===== src/sv/ake_pkg.sv =====
// Shared types, constants and byte functions for the AES key expansion core.
package ake_pkg;

  localparam int unsigned StoreDepth = 30;
  localparam int unsigned WordsMax   = 60;

  localparam logic [1:0] StatusOk       = 2'd0;
  localparam logic [1:0] StatusBadSize  = 2'd1;
  localparam logic [1:0] StatusBadRound = 2'd2;

  localparam logic [1:0] KeyLenInvalid = 2'd3;

  typedef enum logic [4:0] {
    StIdle   = 5'b00001,
    StExpand = 5'b00010,
    StEncOut = 5'b00100,
    StDecOut = 5'b01000,
    StErrOut = 5'b10000
  } state_e;

  // Operation request from the sequencer to the word unit.
  typedef struct packed {
    logic       sub;
    logic       rot;
    logic [7:0] rcon;
  } word_op_t;

  function automatic logic [7:0] xtime(input logic [7:0] a);
    xtime = a[7] ? ((a << 1) ^ 8'h1b) : (a << 1);
  endfunction

  function automatic logic [7:0] gf_mul(input logic [7:0] a, input logic [3:0] b);
    logic [7:0] acc;
    logic [7:0] x;
    acc = 8'h00;
    x   = a;
    for (int n = 0; n < 4; n++) begin
      if (b[n]) acc = acc ^ x;
      x = xtime(x);
    end
    gf_mul = acc;
  endfunction

  function automatic logic [7:0] sbox(input logic [7:0] x);
    logic [7:0] t [256];
    t = '{
      8'h63,8'h7c,8'h77,8'h7b,8'hf2,8'h6b,8'h6f,8'hc5,8'h30,8'h01,8'h67,8'h2b,8'hfe,8'hd7,8'hab,8'h76,
      8'hca,8'h82,8'hc9,8'h7d,8'hfa,8'h59,8'h47,8'hf0,8'had,8'hd4,8'ha2,8'haf,8'h9c,8'ha4,8'h72,8'hc0,
      8'hb7,8'hfd,8'h93,8'h26,8'h36,8'h3f,8'hf7,8'hcc,8'h34,8'ha5,8'he5,8'hf1,8'h71,8'hd8,8'h31,8'h15,
      8'h04,8'hc7,8'h23,8'hc3,8'h18,8'h96,8'h05,8'h9a,8'h07,8'h12,8'h80,8'he2,8'heb,8'h27,8'hb2,8'h75,
      8'h09,8'h83,8'h2c,8'h1a,8'h1b,8'h6e,8'h5a,8'ha0,8'h52,8'h3b,8'hd6,8'hb3,8'h29,8'he3,8'h2f,8'h84,
      8'h53,8'hd1,8'h00,8'hed,8'h20,8'hfc,8'hb1,8'h5b,8'h6a,8'hcb,8'hbe,8'h39,8'h4a,8'h4c,8'h58,8'hcf,
      8'hd0,8'hef,8'haa,8'hfb,8'h43,8'h4d,8'h33,8'h85,8'h45,8'hf9,8'h02,8'h7f,8'h50,8'h3c,8'h9f,8'ha8,
      8'h51,8'ha3,8'h40,8'h8f,8'h92,8'h9d,8'h38,8'hf5,8'hbc,8'hb6,8'hda,8'h21,8'h10,8'hff,8'hf3,8'hd2,
      8'hcd,8'h0c,8'h13,8'hec,8'h5f,8'h97,8'h44,8'h17,8'hc4,8'ha7,8'h7e,8'h3d,8'h64,8'h5d,8'h19,8'h73,
      8'h60,8'h81,8'h4f,8'hdc,8'h22,8'h2a,8'h90,8'h88,8'h46,8'hee,8'hb8,8'h14,8'hde,8'h5e,8'h0b,8'hdb,
      8'he0,8'h32,8'h3a,8'h0a,8'h49,8'h06,8'h24,8'h5c,8'hc2,8'hd3,8'hac,8'h62,8'h91,8'h95,8'he4,8'h79,
      8'he7,8'hc8,8'h37,8'h6d,8'h8d,8'hd5,8'h4e,8'ha9,8'h6c,8'h56,8'hf4,8'hea,8'h65,8'h7a,8'hae,8'h08,
      8'hba,8'h78,8'h25,8'h2e,8'h1c,8'ha6,8'hb4,8'hc6,8'he8,8'hdd,8'h74,8'h1f,8'h4b,8'hbd,8'h8b,8'h8a,
      8'h70,8'h3e,8'hb5,8'h66,8'h48,8'h03,8'hf6,8'h0e,8'h61,8'h35,8'h57,8'hb9,8'h86,8'hc1,8'h1d,8'h9e,
      8'he1,8'hf8,8'h98,8'h11,8'h69,8'hd9,8'h8e,8'h94,8'h9b,8'h1e,8'h87,8'he9,8'hce,8'h55,8'h28,8'hdf,
      8'h8c,8'ha1,8'h89,8'h0d,8'hbf,8'he6,8'h42,8'h68,8'h41,8'h99,8'h2d,8'h0f,8'hb0,8'h54,8'hbb,8'h16};
    sbox = t[x];
  endfunction

  function automatic logic [31:0] inv_mix_word(input logic [31:0] w);
    logic [7:0] a0, a1, a2, a3;
    a0 = w[7:0];
    a1 = w[15:8];
    a2 = w[23:16];
    a3 = w[31:24];
    inv_mix_word[7:0]   = gf_mul(a0, 4'd14) ^ gf_mul(a1, 4'd11) ^ gf_mul(a2, 4'd13)
                        ^ gf_mul(a3, 4'd9);
    inv_mix_word[15:8]  = gf_mul(a0, 4'd9) ^ gf_mul(a1, 4'd14) ^ gf_mul(a2, 4'd11)
                        ^ gf_mul(a3, 4'd13);
    inv_mix_word[23:16] = gf_mul(a0, 4'd13) ^ gf_mul(a1, 4'd9) ^ gf_mul(a2, 4'd14)
                        ^ gf_mul(a3, 4'd11);
    inv_mix_word[31:24] = gf_mul(a0, 4'd11) ^ gf_mul(a1, 4'd13) ^ gf_mul(a2, 4'd9)
                        ^ gf_mul(a3, 4'd14);
  endfunction

endpackage


===== src/sv/ake_ram.sv =====
// Generic single-port-write, single-port-read RAM with registered read data.
module ake_ram #(
  parameter int unsigned Width = 64,
  parameter int unsigned Depth = 30
) (
  input  logic                     clk_i,
  input  logic                     we_i,
  input  logic [$clog2(Depth)-1:0] waddr_i,
  input  logic [Width-1:0]         wdata_i,
  input  logic [$clog2(Depth)-1:0] raddr_i,
  output logic [Width-1:0]         rdata_o
);

  logic [Width-1:0] mem_q [Depth];
  logic [Width-1:0] rdata_q;

  always_ff @(posedge clk_i) begin
    if (we_i) mem_q[waddr_i] <= wdata_i;
    rdata_q <= mem_q[raddr_i];
  end

  assign rdata_o = rdata_q;

endmodule


===== src/sv/ake_word_unit.sv =====
// Key word shift line: a window of the last Nk words, one new word per cycle while step_i is high.
module ake_word_unit (
  input  logic                 clk_i,
  input  logic                 load_i,
  input  logic [255:0]         key_i,
  input  logic                 step_i,
  input  logic [2:0]           nk_i,
  input  ake_pkg::word_op_t    op_i,
  output logic [31:0]          new_word_o,
  output logic [31:0]          head_word_o
);
  import ake_pkg::*;

  logic [31:0] win_q [8];
  logic [31:0] win_d [8];
  logic [31:0] last_w;
  logic [31:0] far_w;
  logic [31:0] t;
  logic [31:0] s;

  // The window holds words w[i-Nk] .. w[i-1] in slots 0 .. Nk-1.
  always_comb begin
    last_w = win_q[3'(nk_i - 3'd1)];
    far_w  = win_q[0];
    s = {sbox(last_w[31:24]), sbox(last_w[23:16]), sbox(last_w[15:8]), sbox(last_w[7:0])};
    t = last_w;
    if (op_i.sub) t = s;
    if (op_i.rot) t = {t[7:0], t[31:8]} ^ {24'h0, op_i.rcon};
    new_word_o = far_w ^ t;
  end

  assign head_word_o = win_q[0];

  always_comb begin
    for (int n = 0; n < 8; n++) win_d[n] = win_q[n];
    if (load_i) begin
      for (int n = 0; n < 8; n++) win_d[n] = key_i[32*n +: 32];
    end else if (step_i) begin
      for (int n = 0; n < 7; n++) begin
        win_d[n] = (3'(n) == 3'(nk_i - 3'd1)) ? new_word_o : win_q[n+1];
      end
      win_d[7] = new_word_o;
    end
  end

  always_ff @(posedge clk_i) begin
    for (int n = 0; n < 8; n++) win_q[n] <= win_d[n];
  end

endmodule


===== src/sv/aes_key_expansion_core.sv =====
// AES key expansion top level: sequencer, word shift line, key store and output register.
//
//  Channel | Dir | tdata fields (low bit first)                          | tuser / tlast
//  s_axis  | in  | key_bytes_0_7..key_bytes_24_31, key_length_code,      | -
//          |     | rounds_requested                                      |
//  m_axis  | out | round_key_low, round_key_high, round_index            | tuser: schedule_kind,
//          |     |                                                       | status; tlast
//
// One key word is produced per cycle by the word shift line, pairs of words go to the
// store. Expansion runs Nk extra steps to flush the window. Each round key is then read
// as two store words, low then high, and registered into the output once the high word
// has been read and the output register is free. An invalid key or round request gives a
// single error result. Reset clears the control state only; a stalled output holds its
// transfer and the sequencer waits for it.
module aes_key_expansion_core (
  input  logic         clk_i,
  input  logic         rst_ni,
  input  logic         s_axis_tvalid,
  output logic         s_axis_tready,
  // key_bytes_0_7[63:0], key_bytes_8_15[127:64], key_bytes_16_23[191:128],
  // key_bytes_24_31[255:192], key_length_code[257:256], rounds_requested[261:258]
  input  logic [263:0] s_axis_tdata,
  output logic         m_axis_tvalid,
  input  logic         m_axis_tready,
  // round_key_low[63:0], round_key_high[127:64], round_index[131:128]
  output logic [135:0] m_axis_tdata,
  // schedule_kind[0], status[2:1]
  output logic [2:0]   m_axis_tuser,
  output logic         m_axis_tlast
);
  import ake_pkg::*;

  state_e      state_q, state_d;
  logic [2:0]  nk_q;
  logic [3:0]  nr_q;
  logic [5:0]  widx_q;    // index of the word being produced
  logic [2:0]  mod_q;     // widx mod Nk
  logic [3:0]  rc_q;      // round constant position
  logic [31:0] even_q;    // even word waiting for its pair
  logic [3:0]  ridx_q;    // result index within the current schedule
  logic [1:0]  phase_q;   // 0 issue low read, 1 issue high read, 2 capture high
  logic [63:0] lo_q;
  logic        ovalid_q;
  logic [135:0] odata_q;
  logic [2:0]  ouser_q;
  logic        olast_q;
  logic [1:0]  err_q;     // error status captured with the rejected key

  logic [1:0]  code;
  logic [3:0]  req;
  logic [3:0]  nr_calc;
  word_op_t    op;
  logic [31:0] new_word;
  logic [31:0] head_word;
  logic        load, step;
  logic        we;
  logic [4:0]  waddr, raddr;
  logic [63:0] rdata;
  logic [7:0]  rcon;
  logic [3:0]  src;
  logic        out_free;
  logic        mix;
  logic [63:0] hi_x, lo_x;

  assign code    = s_axis_tdata[257:256];
  assign req     = s_axis_tdata[261:258];
  assign nr_calc = 4'd10 + {1'b0, code, 1'b0};

  assign s_axis_tready = (state_q == StIdle) && !ovalid_q;
  assign load = s_axis_tvalid && s_axis_tready;
  assign step = (state_q == StExpand);
  assign out_free = !ovalid_q || m_axis_tready;

  always_comb begin
    unique case (rc_q)
      4'd0: rcon = 8'h01;
      4'd1: rcon = 8'h02;
      4'd2: rcon = 8'h04;
      4'd3: rcon = 8'h08;
      4'd4: rcon = 8'h10;
      4'd5: rcon = 8'h20;
      4'd6: rcon = 8'h40;
      4'd7: rcon = 8'h80;
      4'd8: rcon = 8'h1b;
      4'd9: rcon = 8'h36;
      default: rcon = 8'h00;
    endcase
  end

  always_comb begin
    op.sub  = (mod_q == 3'd0) || (nk_q == 3'd0 && mod_q == 3'd4);
    op.rot  = (mod_q == 3'd0);
    op.rcon = rcon;
  end

  // nk_q holds Nk mod 8, so 0 encodes a 256 bit key (Nk of 8).
  ake_word_unit u_word (
    .clk_i       (clk_i),
    .load_i      (load),
    .key_i       (s_axis_tdata[255:0]),
    .step_i      (step),
    .nk_i        (nk_q),
    .op_i        (op),
    .new_word_o  (new_word),
    .head_word_o (head_word)
  );

  // The key words are written as the window shifts them out at slot 0, then new words.
  logic [31:0] wr_word;
  logic [5:0]  wr_idx;
  logic [5:0]  nk6;
  logic [5:0]  total;
  assign nk6    = (nk_q == 3'd0) ? 6'd8 : {3'b000, nk_q};
  assign total  = {nr_q, 2'b00} + 6'd4;
  assign wr_idx = widx_q - nk6;
  assign wr_word = head_word;
  assign we = step && wr_idx[0];
  assign waddr = wr_idx[5:1];

  // The high word stays addressed while a result waits for the output register.
  always_comb begin
    src = (state_q == StDecOut) ? (nr_q - ridx_q) : ridx_q;
    raddr = {src, phase_q != 2'd0};
  end

  ake_ram #(.Width(64), .Depth(StoreDepth)) u_store (
    .clk_i   (clk_i),
    .we_i    (we),
    .waddr_i (waddr),
    .wdata_i ({wr_word, even_q}),
    .raddr_i (raddr),
    .rdata_o (rdata)
  );

  assign mix  = (state_q == StDecOut) && ridx_q != 4'd0 && ridx_q != nr_q;
  assign lo_x = mix ? {inv_mix_word(lo_q[63:32]), inv_mix_word(lo_q[31:0])} : lo_q;
  assign hi_x = mix ? {inv_mix_word(rdata[63:32]), inv_mix_word(rdata[31:0])} : rdata;

  always_comb begin
    state_d = state_q;
    unique case (state_q)
      StIdle: begin
        if (load) begin
          if (code == KeyLenInvalid) state_d = StErrOut;
          else if (req != 4'd0 && req != nr_calc) state_d = StErrOut;
          else state_d = StExpand;
        end
      end
      // Run Nk extra steps so the last words are flushed out of slot 0.
      StExpand: if (widx_q == total + nk6 - 6'd1) state_d = StEncOut;
      StEncOut: if (phase_q == 2'd2 && out_free && ridx_q == nr_q) state_d = StDecOut;
      StDecOut: if (phase_q == 2'd2 && out_free && ridx_q == nr_q) state_d = StIdle;
      StErrOut: if (out_free) state_d = StIdle;
      default: state_d = StIdle;
    endcase
  end

  always_ff @(posedge clk_i or negedge rst_ni) begin
    if (!rst_ni) begin
      state_q  <= StIdle;
      ovalid_q <= 1'b0;
      phase_q  <= 2'd0;
      ridx_q   <= 4'd0;
      widx_q   <= 6'd0;
      mod_q    <= 3'd0;
      rc_q     <= 4'd0;
      nk_q     <= 3'd4;
      nr_q     <= 4'd10;
    end else begin
      state_q <= state_d;
      if (ovalid_q && m_axis_tready) ovalid_q <= 1'b0;
      unique case (state_q)
        StIdle: begin
          if (load) begin
            nk_q   <= 3'(4 + 2 * code);
            nr_q   <= nr_calc;
            widx_q <= (code == 2'd2) ? 6'd8 : {3'b000, 3'(4 + 2 * code)};
            mod_q  <= 3'd0;
            rc_q   <= 4'd0;
            ridx_q <= 4'd0;
            phase_q <= 2'd0;
          end
        end
        StExpand: begin
          widx_q <= widx_q + 6'd1;
          if (mod_q == 3'(nk6 - 6'd1)) begin
            mod_q <= 3'd0;
            rc_q  <= rc_q + 4'd1;
          end else begin
            mod_q <= mod_q + 3'd1;
          end
        end
        StEncOut, StDecOut: begin
          if (phase_q == 2'd2) begin
            if (out_free) begin
              ovalid_q <= 1'b1;
              phase_q  <= 2'd0;
              ridx_q   <= (ridx_q == nr_q) ? 4'd0 : ridx_q + 4'd1;
            end
          end else begin
            phase_q <= phase_q + 2'd1;
          end
        end
        StErrOut: if (out_free) ovalid_q <= 1'b1;
        default: ;
      endcase
    end
  end

  always_ff @(posedge clk_i) begin
    if (load) err_q <= (code == KeyLenInvalid) ? StatusBadSize : StatusBadRound;
    if (step && !wr_idx[0]) even_q <= wr_word;
    if ((state_q == StEncOut || state_q == StDecOut) && phase_q == 2'd1) lo_q <= rdata;
    if (state_q == StErrOut && out_free) begin
      odata_q <= '0;
      ouser_q <= {err_q, 1'b0};
      olast_q <= 1'b1;
    end else if ((state_q == StEncOut || state_q == StDecOut) && phase_q == 2'd2
                 && out_free) begin
      odata_q <= {4'd0, ridx_q, hi_x, lo_x};
      ouser_q <= {StatusOk, state_q == StDecOut};
      olast_q <= (state_q == StDecOut) && ridx_q == nr_q;
    end
  end

  assign m_axis_tvalid = ovalid_q;
  assign m_axis_tdata  = odata_q;
  assign m_axis_tuser  = ouser_q;
  assign m_axis_tlast  = olast_q;

endmodule


===== config.mk =====
export PLATFORM = sky130hd
export DESIGN_NAME = aes_key_expansion_core
export DESIGN_NICKNAME = d
export VERILOG_FILES = /design/src/sv/ake_pkg.sv /design/src/sv/ake_ram.sv /design/src/sv/ake_word_unit.sv /design/src/sv/aes_key_expansion_core.sv
export SDC_FILE = /design/constraint.sdc
export NUM_CORES = 2
export LEC_CHECK = 0
export BUFFER_PORTS_ARGS = -buffer_cell sky130_fd_sc_hd__buf_2
export CORE_UTILIZATION = 51
export DETAILED_ROUTE_END_ITERATION = 7
export GPL_TIMING_DRIVEN = 0
export PLACE_DENSITY = 0.75
export RECOVER_POWER = 50
export SETUP_SLACK_MARGIN = 0.05
export SYNTH_ARGS = -nofsm -noshare
export SYNTH_HDL_FRONTEND = slang
export SYNTH_SLANG_ARGS = --single-unit

===== constraint.sdc =====
create_clock -name clk_i -period 9.98 [get_ports clk_i]
set_input_delay 2.495 -clock clk_i [delete_from_list [all_inputs] [get_ports clk_i]]
set_output_delay 2.495 -clock clk_i [all_outputs]
set_load 0.02 [all_outputs]

**Word-level counts from Yosys, hierarchy flattened**

Memories as Yosys holds them, arrays and structs flattened. A register that Yosys moved wholly into a read port is not among the register bits.
Index checks and enable logic that the tools add are counted.

- Output and inout bits: 142
- Input port bits: 268
- ROM bits: 8320
- Memory bits (writable): 2176
- Memories kept: 7
- Word-level logic and storage cells: 427
- Register bits: 266

- Equal/unequal tests: 30
- Reduce and logical (&&, ||, !) cells: 37
- Muxes and demuxes: 105
- $lt $le $gt $ge: 4
- Add/sub/neg operators: 14
- Bitwise logic cells: 214

Memory list:

| memory | words | bits a word | read ports | clocked after Yosys merged registers in | wr ports | line | RTL |
|---|---|---|---|---|---|---|---|
| (name not given) | 256 | 8 | 1 | 0 | 0 | ake_pkg.sv:63 | `sbox = t[x];` |
| (name not given) | 256 | 8 | 1 | 0 | 0 | ake_pkg.sv:63 |  |
| (name not given) | 256 | 8 | 1 | 0 | 0 | ake_pkg.sv:63 |  |
| (name not given) | 256 | 8 | 1 | 0 | 0 | ake_pkg.sv:63 |  |
| u_store.mem_q | 30 | 64 | 1 | 1 | 1 | ake_ram.sv:14 | `logic [Width-1:0] mem_q [Depth];` |
| u_word.win_q | 8 | 32 | 9 | 0 | 8 | ake_word_unit.sv:14 | `logic [31:0] win_q [8];` |
| +1 memories | - | - | - | - | - | - |  |

Operator list:

| cell | number |
|---|---|
| 8-bit XOR | 160 |
| 256-bit 2-to-1 mux | 2 |
| 32-bit 2-to-1 mux | 9 |
| 5-bit 2-to-1 mux | 55 |
| 4-bit NOT | 48 |
| 64-bit 2-to-1 mux | 2 |
| 8-bit 2-to-1 mux | 8 |
| 9-bit >= comparator, second input constant | 4 |
| 8-bit NOT with 9-bit output | 4 |
| 4-bit 2-to-1 mux | 8 |
| 32-bit XOR | 1 |
| 32-bit by 8-bit XOR with 32-bit output | 1 |
| 5-bit one-hot mux with 5 select lines | 1 |
| 1-bit logical AND | 16 |
| 4-bit one-hot mux with 2 select lines | 2 |
| 3-bit 2-to-1 mux | 4 |
| 2-bit != test, second input constant | 6 |
| 6-bit one-hot mux with 2 select lines | 1 |
| 3-bit == test, first input constant | 3 |
| 3-bit zero test | 3 |
| 4-bit by 1-bit adder with 4-bit output, second input constant | 2 |
| 2-bit 2-to-1 mux | 4 |
| 4-bit != test | 2 |
| 2-bit nonzero test | 4 |
| 39 further kinds | 54 |

**Depth between registers and ports, before layout**

An unclocked memory read counts as a cell.

- Depth in word-level cells: 13
- Mapped depth: 23

**Hierarchy**

A second synthesis with hierarchy kept.

- Cell total of the unflattened synthesis: 9380
- Area total of the unflattened synthesis: 125651.8 um^2

By module, submodules not included:

| module | cells an instance | sequential area each (um^2) | instances | area an instance (um^2) |
|---|---|---|---|---|
| ake_ram | 3649 | 58936.5 | 1 | 74848.0 |
| ake_word_unit | 3863 | 7687.4 | 1 | 31088.6 |
| aes_key_expansion_core | 1868 | 6441.2 | 1 | 19715.2 |

**Worst setup path before layout**

Ideal clock, no wire load.

- Path type: input to register
- Start point: input s_axis_tvalid
- End point: register widx_q[2]
- Stages on the path: 7
- Library setup time: 0.095 ns
- Arrival time: 8.887 ns
- Setup slack: 0.998 ns
- Path buffers: 1
- Cell sequence: nand2_1 > inv_1 > clkbuf_1 > nor2_1 > inv_1 > o21ai_0 > a21oi_1

- Cells in the longest elaborated chain, start to end: 3

Ends and longest elaborated chain:

| item | line | RTL |
|---|---|---|
| from (decl) | aes_key_expansion_core.sv:18 | `input logic s_axis_tvalid,` |
| 1-bit logical AND | aes_key_expansion_core.sv:70 | `assign load = s_axis_tvalid && s_axis_tready;` |
| 2-bit != test (no source line) | - |  |
| 2-bit AND reduction (no source line) | - |  |
| to (signal assigned) | aes_key_expansion_core.sv:177 | `widx_q <= (code == 2'd2) ? 6'd8 : {3'b000, 3'(4 + 2 * code)};` |
| to (signal assigned) | aes_key_expansion_core.sv:185 | `widx_q <= widx_q + 6'd1;` |
| to (decl) | aes_key_expansion_core.sv:36 | `logic [5:0] widx_q;` |

Every way passes these cells.
A chain may end at the register's enable or synchronous reset.

==> reports/results.md <==
| Quantity | This run |
| --- | --- |
| Status | finished, violations left |
| Violations in the final reports | design-rule violations, max-capacitance violations, max-slew violations |
| Most common cell after layout, fill and taps aside | sky130_fd_sc_hd__edfxtp_1 |
| Period minus WS final | 9.949 ns |
| Clock-pin slew of the registers on the worst-case setup and hold paths | 0.07 ns |
| Detailed-routed wire length on met2 | 227,900 um |
| Clock insertion delay at the later pin of the skew report | 0.98 ns |
| Die area | 238,400 um^2 |
| Unrepaired setup endpoints after global routing | false |
| Share of flip-flops with an asynchronous set or reset after synthesis | 1.198% |
| Highest attainable clock frequency | 100.5 MHz |
| Area of the core | 235,200 um^2 |
| Total grt overflow | 0 |
| Sinks on Clock Net | 2,504 |
| Post-synthesis register bit count | 2,504 |
| Initial antenna violation count | 59 |
| Worst clock skew on the final layout | 0.1182 ns |
| I/O Pins | 410 |
| Post-synth EDFFs | 2,276 |
| Transition time at the pin with the least slew margin | 2.361 ns |
| Max-slew violation count | 1,149 |
| Critical Setup Path Class | reg -> reg |
| Final critical-path share of the clock period | 99.69% |
| Share of layout cells above drive strength 1 | 15.19% |
| Count of standard-cell rows | 178 |
| Crit path arrival time | 10.59 ns |
| Placed instance area | 129,500 um^2 |
| Clock Tree Root | sky130_fd_sc_hd__clkbuf_16 |
| Critical Path Start | nk_q[1] |
| Post-route cell area | 137,000 um^2 |
| Startpoint of the most critical register-to-register path | nk_q[1] |
| Sequential fraction of the synthesis area | 60.59% |
| Kind of launch point of the worst setup path | flop |
| Number of DRC violations after detailed-routing iteration 0 | 17,242 |
| Met1 routed wirelength after detailed routing | 185,900 um |
| Hold WC Path Type | reg -> reg |
| Top metal layer carrying routed signals | met5 |
| Primary flip-flop cell chosen by synthesis mapping | sky130_fd_sc_hd__edfxtp_1 |
| Number of global-route vias before repair | 90,585 |
| Synth cell types | 109 |
| Die outline height | 488.3 um |
| RePlAce Congestion | 1.047 |
| First-pass iteration count of the detailed router | 8 |
| Initial core utilization | 51.28% |
| Worst Path Max Fanout | 19 |
| Via/cell ratio | 7.204 |
| Cts bufs inserted | 241 |
| First-pass GRT wire length | 729,200 um |
| Post CTS Setup Buffer Count | 0 |
| Met3 wirelength from detailed routing | 83,950 um |
| Count of endpoints failing hold in the final timing report | 0 |
| Number of warnings issued by yosys | 0 |
| CTS tree | done |
| Detail Route Antenna Nets | 0 |
| All-Layer GR Usage | 44.45% |
| Final instance count without filler cells | 13,145 |
| Post-synthesis instance area | 120,600 um^2 |
| Wirelength, routed | 539,600 um |
| Total vias in the final route | 94,697 |
| Total of endpoints with negative setup slack in the final report | 0 |
| DRC violation count after routing | 77 |
| Avg Synthesized Cell Area | 13.44 um^2 |
| Number of H-tree branching levels | 4 |
| Largest net degree at the start of global routing | 107 |
| Data required time of the critical path | 10.62 ns |
| Average wire per cell in the routed design | 41.05 um |
| Width of the die | 488.3 um |
| Min-Delay Startpoint | u_store.rdata_o[54] |
| Maximum root-to-sink buffer count | 3 |
| CP Capture Type | flop |
| Max transition margin | -57.96% |
| HPWL Detailed | 363,000 um |
| Top library cells by usage in the layout, fill and taps aside | sky130_fd_sc_hd__edfxtp_1, sky130_fd_sc_hd__nand2_1, sky130_fd_sc_hd__clkbuf_1 |
| Instance count of the mapped netlist | 8,970 |
| Max-Cap Viols | 59 |
| Number of buffers inserted by port buffering | 403 |
| Placed Cells | 12,642 |
| Number of nets in the final layout | 10,105 |
| Layout-stage area growth over the synthesis result | 13.62% |
## through the flow
stage / setup WS (ns) / util, % / hold slack (ns) / TNS [ns]
3_5_place_dp: -1.203 / 55.04 / 0.4121 / -15.94
6_report: 0.03088 / 58.26 / 0.4129 / 0
5_1_grt: 0.2846 / 58.24 / 0.4211 / 0
4_1_cts: 0.2387 / 58.49 / 0.4102 / 0
2_1_floorplan: 0.9983 / - / 0.4064 / 0
3_3_place_gp: -2.341 / 53.82 / 0.4209 / -1858.74
## path summary, 6_finish.rpt
check,endpoint,depth (start not counted),slack (ns)
max,u_word.win_q[3][29],21,0.03
min,lo_q[54],0,0.41
max reg2reg,u_word.win_q[3][29],21,0.03
min reg2reg,lo_q[54],0,0.41
max in group asynchronous,ridx_q[3],1,6.58
min in group asynchronous,ridx_q[0],1,2.14
## final cells by class
class,count,area [um^2]
inverters,71,276.5
flip-flops and latches,2504,73070
diodes,32,80.08
fillers,17968,98160
well taps,3150,3941
clock buffers,303,6404
plain buffers,732,3027
repair buffers,542,4085
multi-input cells,5665,44440
clock inverters,146,1700
## kinds of logic (layout without fill, tap and decap cells)
logic type / Yosys count / in the layout / share of synthesized area, %
xor gates and xnor gates: 929 / 929 / 6.764
and+or+nand+nor: 2224 / 2224 / 8.369
DFF: 2504 / 2504 / 60.59
AOI/OAI and AO/OA: 1703 / 1703 / 9.002
adders and majority gates: 80 / 80 / 0.8425
muxes: 725 / 725 / 11.71
buffers and inverters: 804 / 1794 / 2.722
other: 1 / 36 / 0.003110
## state kept, by name, summed over array words and instances, names as in the netlist
name	cells
u_store.mem_q	1920
u_word.win_q	256
m_axis_tdata	132
lo_q	64
u_store.rdata_o	64
even_q	32
widx_q	6
state_q	5
rc_q	4
ridx_q	4
m_axis_tuser	3
mod_q	3
nr_q	3
err_q	2
nk_q	2
phase_q	2
m_axis_tlast	1
m_axis_tvalid	1
## cell usage after synthesis (36+ instances only)
library cell                  n  area share, %
sky130_fd_sc_hd__edfxtp_1  2276             57
sky130_fd_sc_hd__nand2_1    993            3.1
sky130_fd_sc_hd__xnor2_1    712            5.2
sky130_fd_sc_hd__mux4_2     542             10
sky130_fd_sc_hd__clkbuf_1   520            1.6
sky130_fd_sc_hd__o21ai_0    516            2.1
sky130_fd_sc_hd__nor2_1     447            1.4
sky130_fd_sc_hd__a21oi_1    402            1.7
sky130_fd_sc_hd__nand3_1    292            1.2
sky130_fd_sc_hd__xor2_1     215            1.6
sky130_fd_sc_hd__dfxtp_1    198            3.3
sky130_fd_sc_hd__mux2i_1    142            1.2
sky130_fd_sc_hd__a31oi_1    114           0.59
sky130_fd_sc_hd__buf_2       98           0.41
sky130_fd_sc_hd__nand2b_1    95           0.49
sky130_fd_sc_hd__buf_1       85           0.26
sky130_fd_sc_hd__ha_1        78           0.81
sky130_fd_sc_hd__nor3b_1     75           0.47
sky130_fd_sc_hd__nor3_1      66           0.27
sky130_fd_sc_hd__inv_1       64           0.20
sky130_fd_sc_hd__a211oi_1    53           0.33
sky130_fd_sc_hd__o311ai_0    52           0.38
sky130_fd_sc_hd__o211ai_1    43           0.27
sky130_fd_sc_hd__o22ai_1     42           0.22
sky130_fd_sc_hd__nor2b_1     40           0.21
sky130_fd_sc_hd__o221ai_1    38           0.28
sky130_fd_sc_hd__a21o_1      37           0.23
sky130_fd_sc_hd__a221oi_1    36           0.26
sky130_fd_sc_hd__a32oi_1     36           0.26
sky130_fd_sc_hd__mux2_2      36           0.34
## routing by layer
metal / global-route usage (%) / up-vias
li1: - / 35727
met1: 55.99 / 46712
met2: 64.25 / 9842
met3: 17.85 / 2374
met4: 26.77 / 42
met5: 0.7144 / -
## worst max-delay path, cell delays in order, from the launching register on
cell and delay, ns:
sky130_fd_sc_hd__dfrtp_1 0.64, sky130_fd_sc_hd__buf_6 0.31, sky130_fd_sc_hd__inv_4 0.24, sky130_fd_sc_hd__ha_1 0.37, sky130_fd_sc_hd__buf_4 0.27, sky130_fd_sc_hd__buf_4 0.37
sky130_fd_sc_hd__clkbuf_1 0.80, sky130_fd_sc_hd__mux4_2 0.52, sky130_fd_sc_hd__buf_2 0.32, sky130_fd_sc_hd__buf_2 0.33, sky130_fd_sc_hd__clkbuf_1 0.89, sky130_fd_sc_hd__ha_1 0.67
sky130_fd_sc_hd__clkbuf_1 0.88, sky130_fd_sc_hd__mux2i_1 0.18, sky130_fd_sc_hd__o2bb2ai_1 0.18, sky130_fd_sc_hd__a211oi_1 0.56, sky130_fd_sc_hd__nor4_1 0.14, sky130_fd_sc_hd__a31oi_1 0.66
sky130_fd_sc_hd__mux2i_1 0.21, sky130_fd_sc_hd__xnor2_1 0.71, sky130_fd_sc_hd__a21oi_1 0.15, sky130_fd_sc_hd__a21o_1 0.20
## timing repair
| action | 4_1_cts | 5_1_grt |
|---|---|---|
| hold buffers | 0 | 0 |
| endpoints found under the setup margin | 48 | 1 |
| gates resized for setup | 3 | 1 |
| pin swaps | 0 | 0 |
Power is not shown: default switching activity piles up to over one toggle a cycle in this logic, so the estimate is an artifact.
